**src/design/thtr_pkg.sv**
```systemverilog
`default_nettype none
package thtr_pkg;

    // Stream word widths
    localparam int IN_TDATA_W  = 56;
    localparam int IN_TUSER_W  = 2;
    localparam int OUT_TDATA_W = 88;

    // Configuration port
    localparam int CFG_IDX_W  = 3;
    localparam int CFG_DATA_W = 16;

    localparam logic [CFG_IDX_W-1:0] REG_CAP    = 3'd0;
    localparam logic [CFG_IDX_W-1:0] REG_FIRM   = 3'd1;
    localparam logic [CFG_IDX_W-1:0] REG_UNITS  = 3'd2;
    localparam logic [CFG_IDX_W-1:0] REG_TRIP   = 3'd3;
    localparam logic [CFG_IDX_W-1:0] REG_RECL   = 3'd4;
    localparam logic [CFG_IDX_W-1:0] REG_RISE   = 3'd5;
    localparam logic [CFG_IDX_W-1:0] REG_GAIN   = 3'd6;

    // Command codes
    localparam logic [1:0] CMD_LOAD    = 2'd0;
    localparam logic [1:0] CMD_WEATHER = 2'd1;
    localparam logic [1:0] CMD_PROT    = 2'd2;
    localparam logic [1:0] CMD_TICK    = 2'd3;

    // Register reset values
    localparam logic [15:0] CAP_RST   = 16'd640;
    localparam logic [15:0] FIRM_RST  = 16'd0;
    localparam logic [3:0]  UNITS_RST = 4'd1;
    localparam logic [14:0] TRIP_RST  = 15'd7040;
    localparam logic [14:0] RECL_RST  = 15'd5760;
    localparam logic [14:0] RISE_RST  = 15'd3520;
    localparam logic [15:0] GAIN_RST  = 16'd273;

    // State reset values
    localparam logic [31:0] OIL_RST = 32'd188743680;   // 45 C in 1/64 C, 16 fraction bits
    localparam logic [15:0] AMB_RST = 16'd1600;
    localparam logic [15:0] PF_RST  = 16'd31130;

    localparam logic [15:0] MIN_CAP = 16'd16;
    localparam logic signed [48:0] TGT_MAX = 49'sh0400000000000;

    // Shared compare-subtract unit and multiplier
    localparam int CSU_W  = 34;
    localparam int MUL_AW = 33;
    localparam int MUL_BW = 17;
    localparam int MUL_PW = MUL_AW + MUL_BW;

    // Step counts minus one for the serial passes
    localparam logic [5:0] SQ_LAST = 6'd15;
    localparam logic [5:0] PF_LAST = 6'd30;
    localparam logic [5:0] RD_LAST = 6'd62;

    typedef struct packed {
        logic             ge;
        logic [CSU_W-1:0] diff;
    } t_csu_res;

endpackage
`default_nettype wire

```
**src/design/transformer_thermal_trip_model_top.sv**
```systemverilog
`default_nettype none
// Transformer thermal trip relay. Each input word applies its command (load
// report, weather, protection or tick only) and then runs one thermal tick,
// producing one result word. The power factor is left alone when P^2+Q^2 is
// below 3. The slave side is not ready from acceptance until the result is
// written to the output register. A single compare-subtract unit resolves one
// bit per cycle for the square root, the power factor divide and the rise
// divide. One shared registered multiplier forms the squares, the rise product
// and the lag product, the latter in two halves. A finished result waits in
// the output register while the next word is accepted; a second result is
// not written there until the first is taken. Configuration writes take
// effect at once and belong in idle time.
// s_axis tdata, lowest bit up: has_active, active_power, has_reactive,
// reactive_power, has_temp, temp_value, has_trip, trip_value; tuser: cmd.
// m_axis tdata, lowest bit up: oil_temp, tripped, apparent_power,
// power_factor_out, n1_secure, load_active, load_reactive.
module transformer_thermal_trip_model_top (
    input  wire logic                              i_clk,
    input  wire logic                              i_rst_n,
    // Configuration write port
    input  wire logic                              i_cfg_we,
    input  wire logic [thtr_pkg::CFG_IDX_W-1:0]    i_cfg_idx,
    input  wire logic [thtr_pkg::CFG_DATA_W-1:0]   i_cfg_data,
    // Slave side
    input  wire logic                              i_s_axis_tvalid,
    output logic                                   o_s_axis_tready,
    // has_active, active_power, has_reactive, reactive_power, has_temp,
    // temp_value, has_trip, trip_value
    input  wire logic [thtr_pkg::IN_TDATA_W-1:0]   i_s_axis_tdata,
    // cmd
    input  wire logic [thtr_pkg::IN_TUSER_W-1:0]   i_s_axis_tuser,
    // Master side
    output logic                                   o_m_axis_tvalid,
    input  wire logic                              i_m_axis_tready,
    // oil_temp, tripped, apparent_power, power_factor_out, n1_secure,
    // load_active, load_reactive
    output logic [thtr_pkg::OUT_TDATA_W-1:0]       o_m_axis_tdata
);
    import thtr_pkg::*;

    localparam logic [4:0] S_IDLE = 5'd0;
    localparam logic [4:0] S_MP   = 5'd1;
    localparam logic [4:0] S_MQ   = 5'd2;
    localparam logic [4:0] S_MC   = 5'd3;
    localparam logic [4:0] S_MR   = 5'd4;
    localparam logic [4:0] S_SI   = 5'd5;
    localparam logic [4:0] S_SQ   = 5'd6;
    localparam logic [4:0] S_PI   = 5'd7;
    localparam logic [4:0] S_PF   = 5'd8;
    localparam logic [4:0] S_PS   = 5'd9;
    localparam logic [4:0] S_RI   = 5'd10;
    localparam logic [4:0] S_RD   = 5'd11;
    localparam logic [4:0] S_TG   = 5'd12;
    localparam logic [4:0] S_ML   = 5'd13;
    localparam logic [4:0] S_MH   = 5'd14;
    localparam logic [4:0] S_UP   = 5'd15;
    localparam logic [4:0] S_TR   = 5'd16;
    localparam logic [4:0] S_N1   = 5'd17;
    localparam logic [4:0] S_OUT  = 5'd18;

    localparam logic signed [50:0] OIL_MAX = 51'sd2147483647;
    localparam logic signed [50:0] OIL_MIN = -51'sd2147483648;

    // Input word fields
    logic        in_acc;
    logic [1:0]  in_cmd;
    logic        in_has_act, in_has_rea, in_has_temp, in_has_trip, in_trip_val;
    logic [15:0] in_act, in_rea, in_temp;

    // Configuration registers
    logic [15:0] r_cap, r_firm, r_gain;
    logic [3:0]  r_units;
    logic [14:0] r_trip_t, r_recl_t, r_rise;

    // Model state
    logic signed [15:0] r_act, r_rea, r_amb, r_pf;
    logic signed [31:0] r_oil;
    logic               r_trip;

    // Sequencer and work registers
    logic [4:0]         r_state, n_state;
    logic [5:0]         r_cnt;
    logic [31:0]        r_s2, r_capsq;
    logic [CSU_W-1:0]   r_rem;
    logic [62:0]        r_q, r_dvd;
    logic [15:0]        r_s;
    logic signed [48:0] r_diff;
    logic [47:0]        r_plo;
    logic               r_hot, r_n1;
    logic               r_ovalid;
    logic [OUT_TDATA_W-1:0] r_odata;

    // Shared units
    logic                     mul_en;
    logic signed [MUL_AW-1:0] mul_a;
    logic signed [MUL_BW-1:0] mul_b;
    logic signed [MUL_PW-1:0] prod;
    logic [CSU_W-1:0]         csu_a, csu_b;
    t_csu_res                 csu_res;
    logic                     step_sqrt;
    logic [31:0]              divisor;

    // Tick arithmetic
    logic [15:0]        cap_eff, absp, pf_pos;
    logic signed [15:0] pf_val;
    logic [48:0]        amb49, sum49;
    logic signed [48:0] target;
    logic               rise_sat;
    logic [65:0]        full66;
    logic [49:0]        shr50;
    logic [50:0]        nxt51;
    logic signed [31:0] oil_next;
    logic               trip_hi, recl_lo;
    logic [31:0]        s2_after;
    logic               out_free;

    assign in_acc      = i_s_axis_tvalid & o_s_axis_tready;
    assign in_cmd      = i_s_axis_tuser[1:0];
    assign in_has_act  = i_s_axis_tdata[0];
    assign in_act      = i_s_axis_tdata[16:1];
    assign in_has_rea  = i_s_axis_tdata[17];
    assign in_rea      = i_s_axis_tdata[33:18];
    assign in_has_temp = i_s_axis_tdata[34];
    assign in_temp     = i_s_axis_tdata[50:35];
    assign in_has_trip = i_s_axis_tdata[51];
    assign in_trip_val = i_s_axis_tdata[52];

    assign o_s_axis_tready = (r_state == S_IDLE);
    assign o_m_axis_tvalid = r_ovalid;
    assign o_m_axis_tdata  = r_odata;
    assign out_free        = ~r_ovalid | i_m_axis_tready;

    assign cap_eff = (r_cap < MIN_CAP) ? MIN_CAP : r_cap;
    assign absp    = r_act[15] ? (~r_act + 16'd1) : r_act;

    // Feed the multiplier by sequencer step
    always_comb begin
        mul_en = 1'b0;
        mul_a  = '0;
        mul_b  = '0;
        case (r_state)
            S_MP: begin
                mul_en = 1'b1;
                mul_a  = {{17{r_act[15]}}, r_act};
                mul_b  = {r_act[15], r_act};
            end
            S_MQ: begin
                mul_en = 1'b1;
                mul_a  = {{17{r_rea[15]}}, r_rea};
                mul_b  = {r_rea[15], r_rea};
            end
            S_MC: begin
                mul_en = 1'b1;
                mul_a  = {17'd0, cap_eff};
                mul_b  = {1'b0, cap_eff};
            end
            S_MR: begin
                mul_en = 1'b1;
                mul_a  = {1'b0, r_s2};
                mul_b  = {2'd0, r_rise};
            end
            S_ML: begin
                mul_en = 1'b1;
                mul_a  = {1'b0, r_diff[31:0]};
                mul_b  = {1'b0, r_gain};
            end
            S_MH: begin
                mul_en = 1'b1;
                mul_a  = {{16{r_diff[48]}}, r_diff[48:32]};
                mul_b  = {1'b0, r_gain};
            end
            S_TR: begin
                mul_en = 1'b1;
                mul_a  = {17'd0, r_firm};
                mul_b  = {1'b0, r_firm};
            end
            default: begin
                mul_en = 1'b0;
            end
        endcase
    end

    thtr_mul u_mul (
        .i_clk (i_clk),
        .i_en  (mul_en),
        .i_a   (mul_a),
        .i_b   (mul_b),
        .o_p   (prod)
    );

    // Shift in the next bits and set the trial value
    assign step_sqrt = (r_state == S_SQ);
    assign divisor   = (r_state == S_PF) ? {16'd0, r_s} : r_capsq;
    assign csu_a     = step_sqrt ? {r_rem[31:0], r_dvd[62:61]} : {r_rem[32:0], r_dvd[62]};
    assign csu_b     = step_sqrt ? {r_q[31:0], 2'b01} : {2'd0, divisor};

    thtr_csu u_csu (
        .i_a   (csu_a),
        .i_b   (csu_b),
        .o_res (csu_res)
    );

    // Power factor with sign and positive saturation
    assign pf_pos = (r_q[30:0] > 31'd32767) ? 16'h7FFF : r_q[15:0];
    assign pf_val = r_act[15] ? (~r_q[15:0] + 16'd1) : pf_pos;

    // Target oil value, saturated
    assign amb49    = {{17{r_amb[15]}}, r_amb, 16'd0};
    assign sum49    = amb49 + {3'd0, r_q[45:0]};
    assign rise_sat = |r_q[62:46];
    assign target   = (rise_sat || ($signed(sum49) > TGT_MAX)) ? TGT_MAX : $signed(sum49);

    // Lag step: join the two partial products, floor shift, clamp
    assign full66   = {prod[33:0], 32'd0} + {18'd0, r_plo};
    assign shr50    = full66[65:16];
    assign nxt51    = {shr50[49], shr50} + {{19{r_oil[31]}}, r_oil};
    assign oil_next = ($signed(nxt51) > OIL_MAX) ? 32'sh7FFFFFFF :
                      ($signed(nxt51) < OIL_MIN) ? 32'sh80000000 : nxt51[31:0];

    assign trip_hi  = r_oil > $signed({1'b0, r_trip_t, 16'd0});
    assign recl_lo  = r_oil < $signed({1'b0, r_recl_t, 16'd0});
    assign s2_after = r_hot ? 32'd0 : r_s2;

    // Sequence the tick
    always_comb begin
        n_state = r_state;
        case (r_state)
            S_IDLE: if (in_acc) n_state = S_MP;
            S_MP:   n_state = S_MQ;
            S_MQ:   n_state = S_MC;
            S_MC:   n_state = S_MR;
            S_MR:   n_state = S_SI;
            S_SI:   n_state = S_SQ;
            S_SQ:   if (r_cnt == '0) n_state = S_PI;
            S_PI:   n_state = (r_s2 >= 32'd3) ? S_PF : S_RI;
            S_PF:   if (r_cnt == '0) n_state = S_PS;
            S_PS:   n_state = S_RI;
            S_RI:   n_state = S_RD;
            S_RD:   if (r_cnt == '0) n_state = S_TG;
            S_TG:   n_state = S_ML;
            S_ML:   n_state = S_MH;
            S_MH:   n_state = S_UP;
            S_UP:   n_state = S_TR;
            S_TR:   n_state = S_N1;
            S_N1:   n_state = S_OUT;
            S_OUT:  if (out_free) n_state = S_IDLE;
            default: n_state = S_IDLE;
        endcase
    end

    // Control, configuration and model state
    always_ff @(posedge i_clk) begin
        if (!i_rst_n) begin
            r_state  <= S_IDLE;
            r_cnt    <= '0;
            r_ovalid <= 1'b0;
            r_cap    <= CAP_RST;
            r_firm   <= FIRM_RST;
            r_units  <= UNITS_RST;
            r_trip_t <= TRIP_RST;
            r_recl_t <= RECL_RST;
            r_rise   <= RISE_RST;
            r_gain   <= GAIN_RST;
            r_act    <= '0;
            r_rea    <= '0;
            r_oil    <= OIL_RST;
            r_amb    <= AMB_RST;
            r_trip   <= 1'b0;
            r_pf     <= PF_RST;
        end else begin
            r_state <= n_state;

            // Write a configuration register
            if (i_cfg_we) begin
                case (i_cfg_idx)
                    REG_CAP:   r_cap    <= i_cfg_data;
                    REG_FIRM:  r_firm   <= i_cfg_data;
                    REG_UNITS: r_units  <= i_cfg_data[3:0];
                    REG_TRIP:  r_trip_t <= i_cfg_data[14:0];
                    REG_RECL:  r_recl_t <= i_cfg_data[14:0];
                    REG_RISE:  r_rise   <= i_cfg_data[14:0];
                    REG_GAIN:  r_gain   <= i_cfg_data;
                    default:   r_cap    <= r_cap;
                endcase
            end

            // Drop the result word once taken
            if (r_ovalid && i_m_axis_tready) begin
                r_ovalid <= 1'b0;
            end

            case (r_state)
                S_IDLE: begin
                    if (in_acc) begin
                        case (in_cmd)
                            CMD_LOAD: begin
                                if (in_has_act)  r_act <= in_act;
                                if (in_has_rea)  r_rea <= in_rea;
                                if (in_has_temp) r_oil <= {in_temp, 16'd0};
                            end
                            CMD_WEATHER: begin
                                if (in_has_temp) r_amb <= in_temp;
                            end
                            CMD_PROT: begin
                                if (in_has_trip) r_trip <= in_trip_val;
                            end
                            CMD_TICK: begin
                                r_trip <= r_trip;
                            end
                            default: begin
                                r_trip <= r_trip;
                            end
                        endcase
                    end
                end
                S_SI: r_cnt <= SQ_LAST;
                S_PI: r_cnt <= PF_LAST;
                S_RI: r_cnt <= RD_LAST;
                S_SQ, S_PF, S_RD: r_cnt <= r_cnt - 6'd1;
                S_PS: r_pf <= pf_val;
                S_UP: r_oil <= oil_next;
                S_TR: begin
                    if (trip_hi) begin
                        r_trip <= 1'b1;
                        r_act  <= '0;
                        r_rea  <= '0;
                    end else if (r_trip && recl_lo) begin
                        r_trip <= 1'b0;
                    end
                end
                S_OUT: begin
                    if (out_free) r_ovalid <= 1'b1;
                end
                default: begin
                    r_cnt <= r_cnt;
                end
            endcase
        end
    end

    // Work registers of the datapath
    always_ff @(posedge i_clk) begin
        case (r_state)
            S_MQ: r_s2 <= prod[31:0];
            S_MC: r_s2 <= r_s2 + prod[31:0];
            S_MR: r_capsq <= prod[31:0];
            S_SI: begin
                r_dvd <= {r_s2, 31'd0};
                r_rem <= '0;
                r_q   <= '0;
            end
            S_PI: begin
                r_s   <= r_q[15:0];
                r_dvd <= {absp, 15'd0, 32'd0};
                r_rem <= '0;
                r_q   <= '0;
            end
            S_RI: begin
                r_dvd <= {prod[46:0], 16'd0};
                r_rem <= '0;
                r_q   <= '0;
            end
            S_SQ: begin
                r_dvd <= {r_dvd[60:0], 2'd0};
                r_rem <= csu_res.ge ? csu_res.diff : csu_a;
                r_q   <= {r_q[61:0], csu_res.ge};
            end
            S_PF, S_RD: begin
                r_dvd <= {r_dvd[61:0], 1'b0};
                r_rem <= csu_res.ge ? csu_res.diff : csu_a;
                r_q   <= {r_q[61:0], csu_res.ge};
            end
            S_TG: r_diff <= target - $signed({{17{r_oil[31]}}, r_oil});
            S_MH: r_plo  <= prod[47:0];
            S_TR: r_hot  <= trip_hi;
            S_N1: r_n1   <= (r_units > 4'd1) && (s2_after <= prod[31:0]);
            S_OUT: begin
                if (out_free) begin
                    r_odata <= {6'd0, r_rea, r_act, r_n1, r_pf, r_s, r_trip, r_oil[31:16]};
                end
            end
            default: begin
                r_rem <= r_rem;
            end
        endcase
    end

endmodule
`default_nettype wire

```
**src/design/thtr_csu.sv**
```systemverilog
`default_nettype none
module thtr_csu (
    input  wire logic [thtr_pkg::CSU_W-1:0] i_a,
    input  wire logic [thtr_pkg::CSU_W-1:0] i_b,
    output thtr_pkg::t_csu_res               o_res
);
    import thtr_pkg::*;

    logic [CSU_W:0] sub;

    // Compare and subtract in one carry chain
    assign sub        = {1'b0, i_a} - {1'b0, i_b};
    assign o_res.ge   = ~sub[CSU_W];
    assign o_res.diff = sub[CSU_W-1:0];

endmodule
`default_nettype wire

```
**src/design/thtr_mul.sv**
```systemverilog
`default_nettype none
module thtr_mul (
    input  wire logic                               i_clk,
    input  wire logic                               i_en,
    input  wire logic signed [thtr_pkg::MUL_AW-1:0] i_a,
    input  wire logic signed [thtr_pkg::MUL_BW-1:0] i_b,
    output logic signed [thtr_pkg::MUL_PW-1:0]      o_p
);
    import thtr_pkg::*;

    logic signed [MUL_PW-1:0] r_p;

    // Register the product; hold it while idle
    always_ff @(posedge i_clk) begin
        if (i_en) begin
            r_p <= i_a * i_b;
        end
    end

    assign o_p = r_p;

endmodule
`default_nettype wire

```
**config.mk**
```make
export PLATFORM = sky130hd
export DESIGN_NAME = transformer_thermal_trip_model_top
export DESIGN_NICKNAME = d
export VERILOG_FILES = /design/src/design/thtr_pkg.sv /design/src/design/transformer_thermal_trip_model_top.sv /design/src/design/thtr_csu.sv /design/src/design/thtr_mul.sv
export SDC_FILE = /design/constraint.sdc
export NUM_CORES = 2
export LEC_CHECK = 0
export BUFFER_PORTS_ARGS = -buffer_cell sky130_fd_sc_hd__buf_2
export CELL_PAD_IN_SITES_DETAIL_PLACEMENT = 1
export CELL_PAD_IN_SITES_GLOBAL_PLACEMENT = 1
export CORE_MARGIN = 3
export CORE_UTILIZATION = 30
export DETAILED_ROUTE_END_ITERATION = 10
export PLACE_DENSITY = 0.6
export SYNTH_ARGS = -nofsm -noshare
export SYNTH_HDL_FRONTEND = slang
export SYNTH_SLANG_ARGS = --single-unit
```
**constraint.sdc**
```tcl
create_clock -name i_clk -period 11.8 [get_ports i_clk]
set_clock_uncertainty 0.1 [all_clocks]
set_input_delay 1.18 -clock i_clk [delete_from_list [all_inputs] [get_ports i_clk]]
set_output_delay 1.18 -clock i_clk [all_outputs]
set_load 0.005 [all_outputs]
```
# [Word level (Yosys, flattened, before mapping)]
# Cells that the tools add are included.
[word_totals] reg_bits=674 input_bits=82 output_inout_bits=90 wordCells=176
[classes] n_addsub=9 mul=1 magnitude_cmp=10 n_eq_ne=39 mux=49 bitwise_logic=6 n_reduce_logical=34
[op_table] op="case mux 63 bit (5 select lines)" n=1
[op_table] op="case mux 33 bit (7 select lines)" n=1
[op_table] op="2-to-1 mux 32 bit" n=7
[op_table] op="2-to-1 mux 16 bit" n=11
[op_table] op="case mux 32 bit (2 select lines)" n=2
[op_table] op="case mux 63 bit (2 select lines)" n=1
[op_table] op="case mux 17 bit (6 select lines)" n=1
[op_table] op="case mux 5 bit (19 select lines)" n=1
[op_table] op="2-to-1 mux 34 bit" n=2
[op_table] op="adder 66 x 48 -> 66 bit" n=1
[op_table] op="case mux 33 bit (2 select lines)" n=1
[op_table] op="case mux 16 bit (2 select lines)" n=2
[op_table] op="adder 50 x 32 -> 51 bit" n=1
[op_table] op="> comparator 51 x 32 -> 1 bit, second input constant" n=1
[op_table] op="< comparator 51 x 32 -> 1 bit, second input constant" n=1
[op_table] op="2-to-1 mux 49 bit" n=1
[op_table] op="subtractor 49 x 32 -> 49 bit" n=1
[op_table] op="adder 32 x 47 -> 48 bit" n=1
[op_table] op="> comparator 48 bit, second input constant" n=1
[op_table] op="multiplier 33 x 17 -> 48 bit" n=1
[op_table] op="equality test 5 x 4 -> 1 bit, second input constant" n=8
[op_table] op="subtractor 34 x 34 -> 35 bit" n=1
[op_table] op="2-to-1 mux 33 bit" n=1
[op_table] op="adder 16 x 1 -> 16 bit, second input constant" n=2
[op_table] op="other kinds (46)" n=97

# [Depth between registers and ports, before layout]
[logic_depth] depth_word=6 mapped_depth=36 mapped_depth_nobuf=34

# [Modules after synthesis]
# Synthesis repeated with hierarchy kept, for this count alone.
[unflattened] cells_unflattened=6445 area_unflattened_um2=58808.9
[by_module_without_submodules] module="transformer_thermal_trip_model_top" n_inst=1 cells_each=3959 area_per_inst_um2=36143.4
[by_module_without_submodules] module="thtr_mul" n_inst=1 cells_each=2199 area_per_inst_um2=20704.9
[by_module_without_submodules] module="thtr_csu" n_inst=1 cells_each=287 area_per_inst_um2=1960.6

# [Worst setup path after synthesis]
# OpenSTA, ideal clock, no wires.
[synth_path] kind="register to register" startpoint="register r_state[0]" endpoint="register u_mul.r_p[45], in the netlist u_mul.o_p[45], data pin" setup_ps=259 arrival_time_ps=8889 required_ps=11441 path_slack_ps=2553 path_stages_with_launch=31 path_buffers=3 cell_sequence="dfxtp_1 > clkbuf_1 > or3_1 > nor2_1 > clkbuf_1 > clkbuf_1 > a221oi_1 > nor2_1 > fa_1 > inv_1 > fa_1 > fa_1 > inv_1 > fa_1 > fa_1 > inv_1 > fa_1 > inv_1 > ha_1 > a21o_1 > a21o_1 > a21o_1 > a221o_1 > a21oi_1 > o41ai_1 > a211oi_1 > nor3_1 > a211oi_1 > o21bai_1 > a21o_1 > xor2_1"
[synth_between] elab_chain_cells=4 word_cells_on_any_way=11 cone_classes="mul (1); eq/ne (7); mux (2); reduce/logical (1)"
[synth_rtl] item="from (decl)" line="transformer_thermal_trip_model_top.sv:81" rtl="logic [4:0] r_state, n_state;"
[synth_rtl] item="from (signal assigned)" line="transformer_thermal_trip_model_top.sv:271" rtl="r_state <= n_state;"
[synth_rtl] item="equality test 5 x 4 -> 1 bit" line="transformer_thermal_trip_model_top.sv:141" rtl="case (r_state)"
[synth_rtl] item="OR reduction 2 bit (no line)"
[synth_rtl] item="case mux 17 bit (6 select lines)" line="transformer_thermal_trip_model_top.sv:141"
[synth_rtl] item="multiplier 33 x 17 -> 48 bit (*)" line="thtr_mul.sv:16" rtl="r_p <= i_a * i_b;"
[synth_rtl] item="to (signal assigned)" line="thtr_mul.sv:16"
[synth_rtl] item="to (decl)" line="thtr_mul.sv:11" rtl="logic signed [MUL_PW-1:0] r_p;"
# Mark *: on every way between the ends. The rest lies on a longest branch, timed or not.
# A chain may end at the register's enable or synchronous reset.

# [Worst setup path after layout]
[layout_path] startpoint="register r_state[4]" endpoint="register u_mul.r_p[47], in the netlist u_mul.o_p[47], data pin"
# The elaborated chain is that of the path after synthesis.

==> impl_metrics.toml <==
[status]
status = "completed"

[setup_path]
cp_num_cells = 33
critPathLaunchType = "flip-flop"
path_buf_inv = 7
arrival_ns = 10.85
crit_family = "adder cells"
setup.worst_path.start = "r_state[4]"
r2r_cells = 33
crit_required_ns = 12.15
cp-end-kind = "flip-flop"
crit_path_max_fanout = 60
slowest_stage = "nor2_1"
r2r-start = "r_state[4]"
cpPeakStageDelay_ns = 0.97
endpoint = "u_mul.o_p[47]"
r2r_end = "u_mul.o_p[47]"
ff2ff_setup_slack_ns = 1.29
crit_path_frequent_cell = "fa_1"
worstSetupPathType = "reg2reg"

[floorplan]
top_level_ports = 172
dieArea_sq_mm = 0.197
die_x_um = 444
die_h_um = 444
placement_rows = 160
core_sq_mm = 0.190
start_util_pct = 30.2

[timing]
fmaxAchievable_mhz = 95.2
slew_viol_final = 0
setup_viol = 0
period_minus_slack_ns = 10.51
slew_headroom_pct = 12.3
period_share_pct = 89.0
hold_viol = 0
worst_slew_pin_slew_ns = 1.31
totalNegativeSetupSlack_ns = 0
rsz0062_at_grt = "no"

[run]
drv_cap = 0

[route]
viasPerCell = 5.31
drc = 0
ant_nets = 0
firstDrtPassIters = 6
vias = 47700
drt_iter0_markers = 3522
avgRoutedWirePerCell_um = 25.0
finalWirelength_um = 225000

[power_and_ir_drop]
vdd_drop_max_uv = 104
leakage_nw = 27.8
p_per_area_mw_per_mm2 = 97.8

[synth]
syn_area_sq_mm = 0.0575
synth_seq_area_share_pct = 29.9
syn_inst = 6283
post-synth-top-count-cell = "nand2_1"
synth_area_leader_cell = "edfxtp_1"
synth_edf_count = 436
ys_ff_latch = 641
synth_cell_types = 90
yosysWarnings = 0
avgSynthCellArea_sq_um = 9.16
netlist_top_cells_count = "nand2_1, inv_1, nor2_1, fa_1, edfxtp_1"
synth_area_leaders = "edfxtp_1, fa_1, ha_1"
synthArstFlopShare_pct = 0
synth_ff_type = "edfxtp_1"
yosysTopAreaCellShare_pct = 22.8

[cts]
cts_made_buffers = 81
clk_pin_slew_ns = 0.07
cts_max_path_buffers = 3
cts-root-buf = "clkbuf_16"
postCtsResizedCells = 0
holdBufCountCts = 0
htreeDepth = 3
clk_latency_ns = 0.74
post_cts.repair.setup_buffers = 0
cts.sinks = 641
cts_tree = "built"

[global_route]
grt_util_all_layers_pct = 22.5
grt_pass1_vias = 50100
grt_max_degree = 78
antenna_found_initial = 9
grt_first_pass_wirelength_um = 332000
grt-ovfl-total = 0

[placement]
globalplace.congestion = 0.916
numPortBuffers = 162
place_area_sq_mm = 0.0618
hpwl_um = 179000

[min_path]
min_path_type = "reg2reg"
min_from = "r_pf[4]"

[finish]
fillers = 21900
drive_above_1_share_pct = 8.00
synthToLayoutAreaGrowth_pct = 12.3
design_area_sq_mm = 0.0647
nNetsFinal = 7405
-- cell usage in the layout, fill, tap and decap left out, types with 24 or more instances in the layout --
cell type	count
a211oi_1	51
a21oi_1	299
a222oi_1	45
clkbuf_16	82
nand2b_1	56
fa_1	528
nor4_1	29
or2_2	25
nor2_1	554
buf_4	135
ha_1	390
o21ai_0	232
a31oi_1	43
mux2i_1	29
inv_1	734
nand3_1	154
or3_1	32
dfxtp_1	204
a221o_1	55
xor2_1	75
o211ai_1	36
edfxtp_1	436
o21bai_1	42
o21a_1	43
nor3_1	76
a22o_1	28
buf_2	161
nand4_1	53
a22oi_1	24
a21boi_0	93
and2_1	78
a21o_1	120
a221oi_1	26
xnor2_1	187
nor2b_1	107
and3_1	35
nand2_1	845
-- cell families (layout without fill, tap and decap cells) --
logic type      Yosys count  after routing  share of synthesized area, %
other cells               2             25                        0.0130
fa+ha+maj               918            918                          26.8
buf+inv                1015           1185                          6.72
compound gates         1298           1298                          15.5
simple gates           2117           2117                          16.6
mux                      30             30                         0.524
flops                   641            641                          29.9
xor+xnor                262            262                          3.99
-- flip-flops by register name, summed over array words and instances, names as in the netlist, 6 cells and up --
register / count
r_s: 16
r_rem: 33
r_dvd: 47
r_plo: 32
r_pf: 16
r_gain: 16
r_cnt: 6
r_act: 16
r_oil: 32
r_diff: 49
r_cap: 16
r_amb: 16
r_capsq: 32
o_m_axis_tdata: 82
r_firm: 16
r_rise: 15
r_s2: 32
r_trip_t: 15
r_rea: 16
u_mul.o_p: 48
r_recl_t: 15
r_q: 63
-- where the power goes --
part	leakage, nW	internal (mW)	switching, mW
Clock	1.36	1.53	1.13
Combinational	20.8	0.368	0.698
Sequential	5.69	2.47	0.133
Total	27.8	4.37	1.96
-- layer usage --
layer | up-vias | part of all wire [%] | GRT usage, %
met2 | 1213 | 45 | 36.3
met1 | 24500 | 44 | 29.8
met4 | 2 | 5.3 | 10.5
met5 | - | 0.0058 | 0
li1 | 21700 | - | -
met3 | 304 | 5.5 | 3.14
-- how the worst min path moves through the flow --
stage / end / cells past startpoint
floorplan: o_m_axis_tdata[49] / 0
global placement: o_m_axis_tdata[45] / 0
detailed placement: o_m_axis_tdata[37] / 0
CTS: o_m_axis_tdata[37] / 0
global route: o_m_axis_tdata[45] / 0
finish: o_m_axis_tdata[37] / 0
-- through the flow --
step                worst slack [ns]  hold slack (ns)  total power, mW  utilization (%)  std cells
global route                   0.795            0.351             6.58             34.0       8985
global placement                1.60            0.322             3.68             32.5       8833
floorplan                       2.55            0.300             3.25                -       6303
detailed placement              1.46            0.322             3.70             32.5       8833
CTS                             1.42            0.336             6.39             34.0       8984
finish                          1.29            0.334             6.32             34.0       8987
-- layout make-up --
cell class	count	area (sq um)	share of cell area, %
tap	2511	3140	4.86
antenna	3	7.51	0.0116
multi-input combinational	4647	36800	57.0
clock inverter	52	699	1.08
sequential	641	17200	26.6
inverter	736	2760	4.27
timing repair buffer	298	1850	2.86
clock buffer	99	2150	3.32
(Power assumes the default switching activity.)
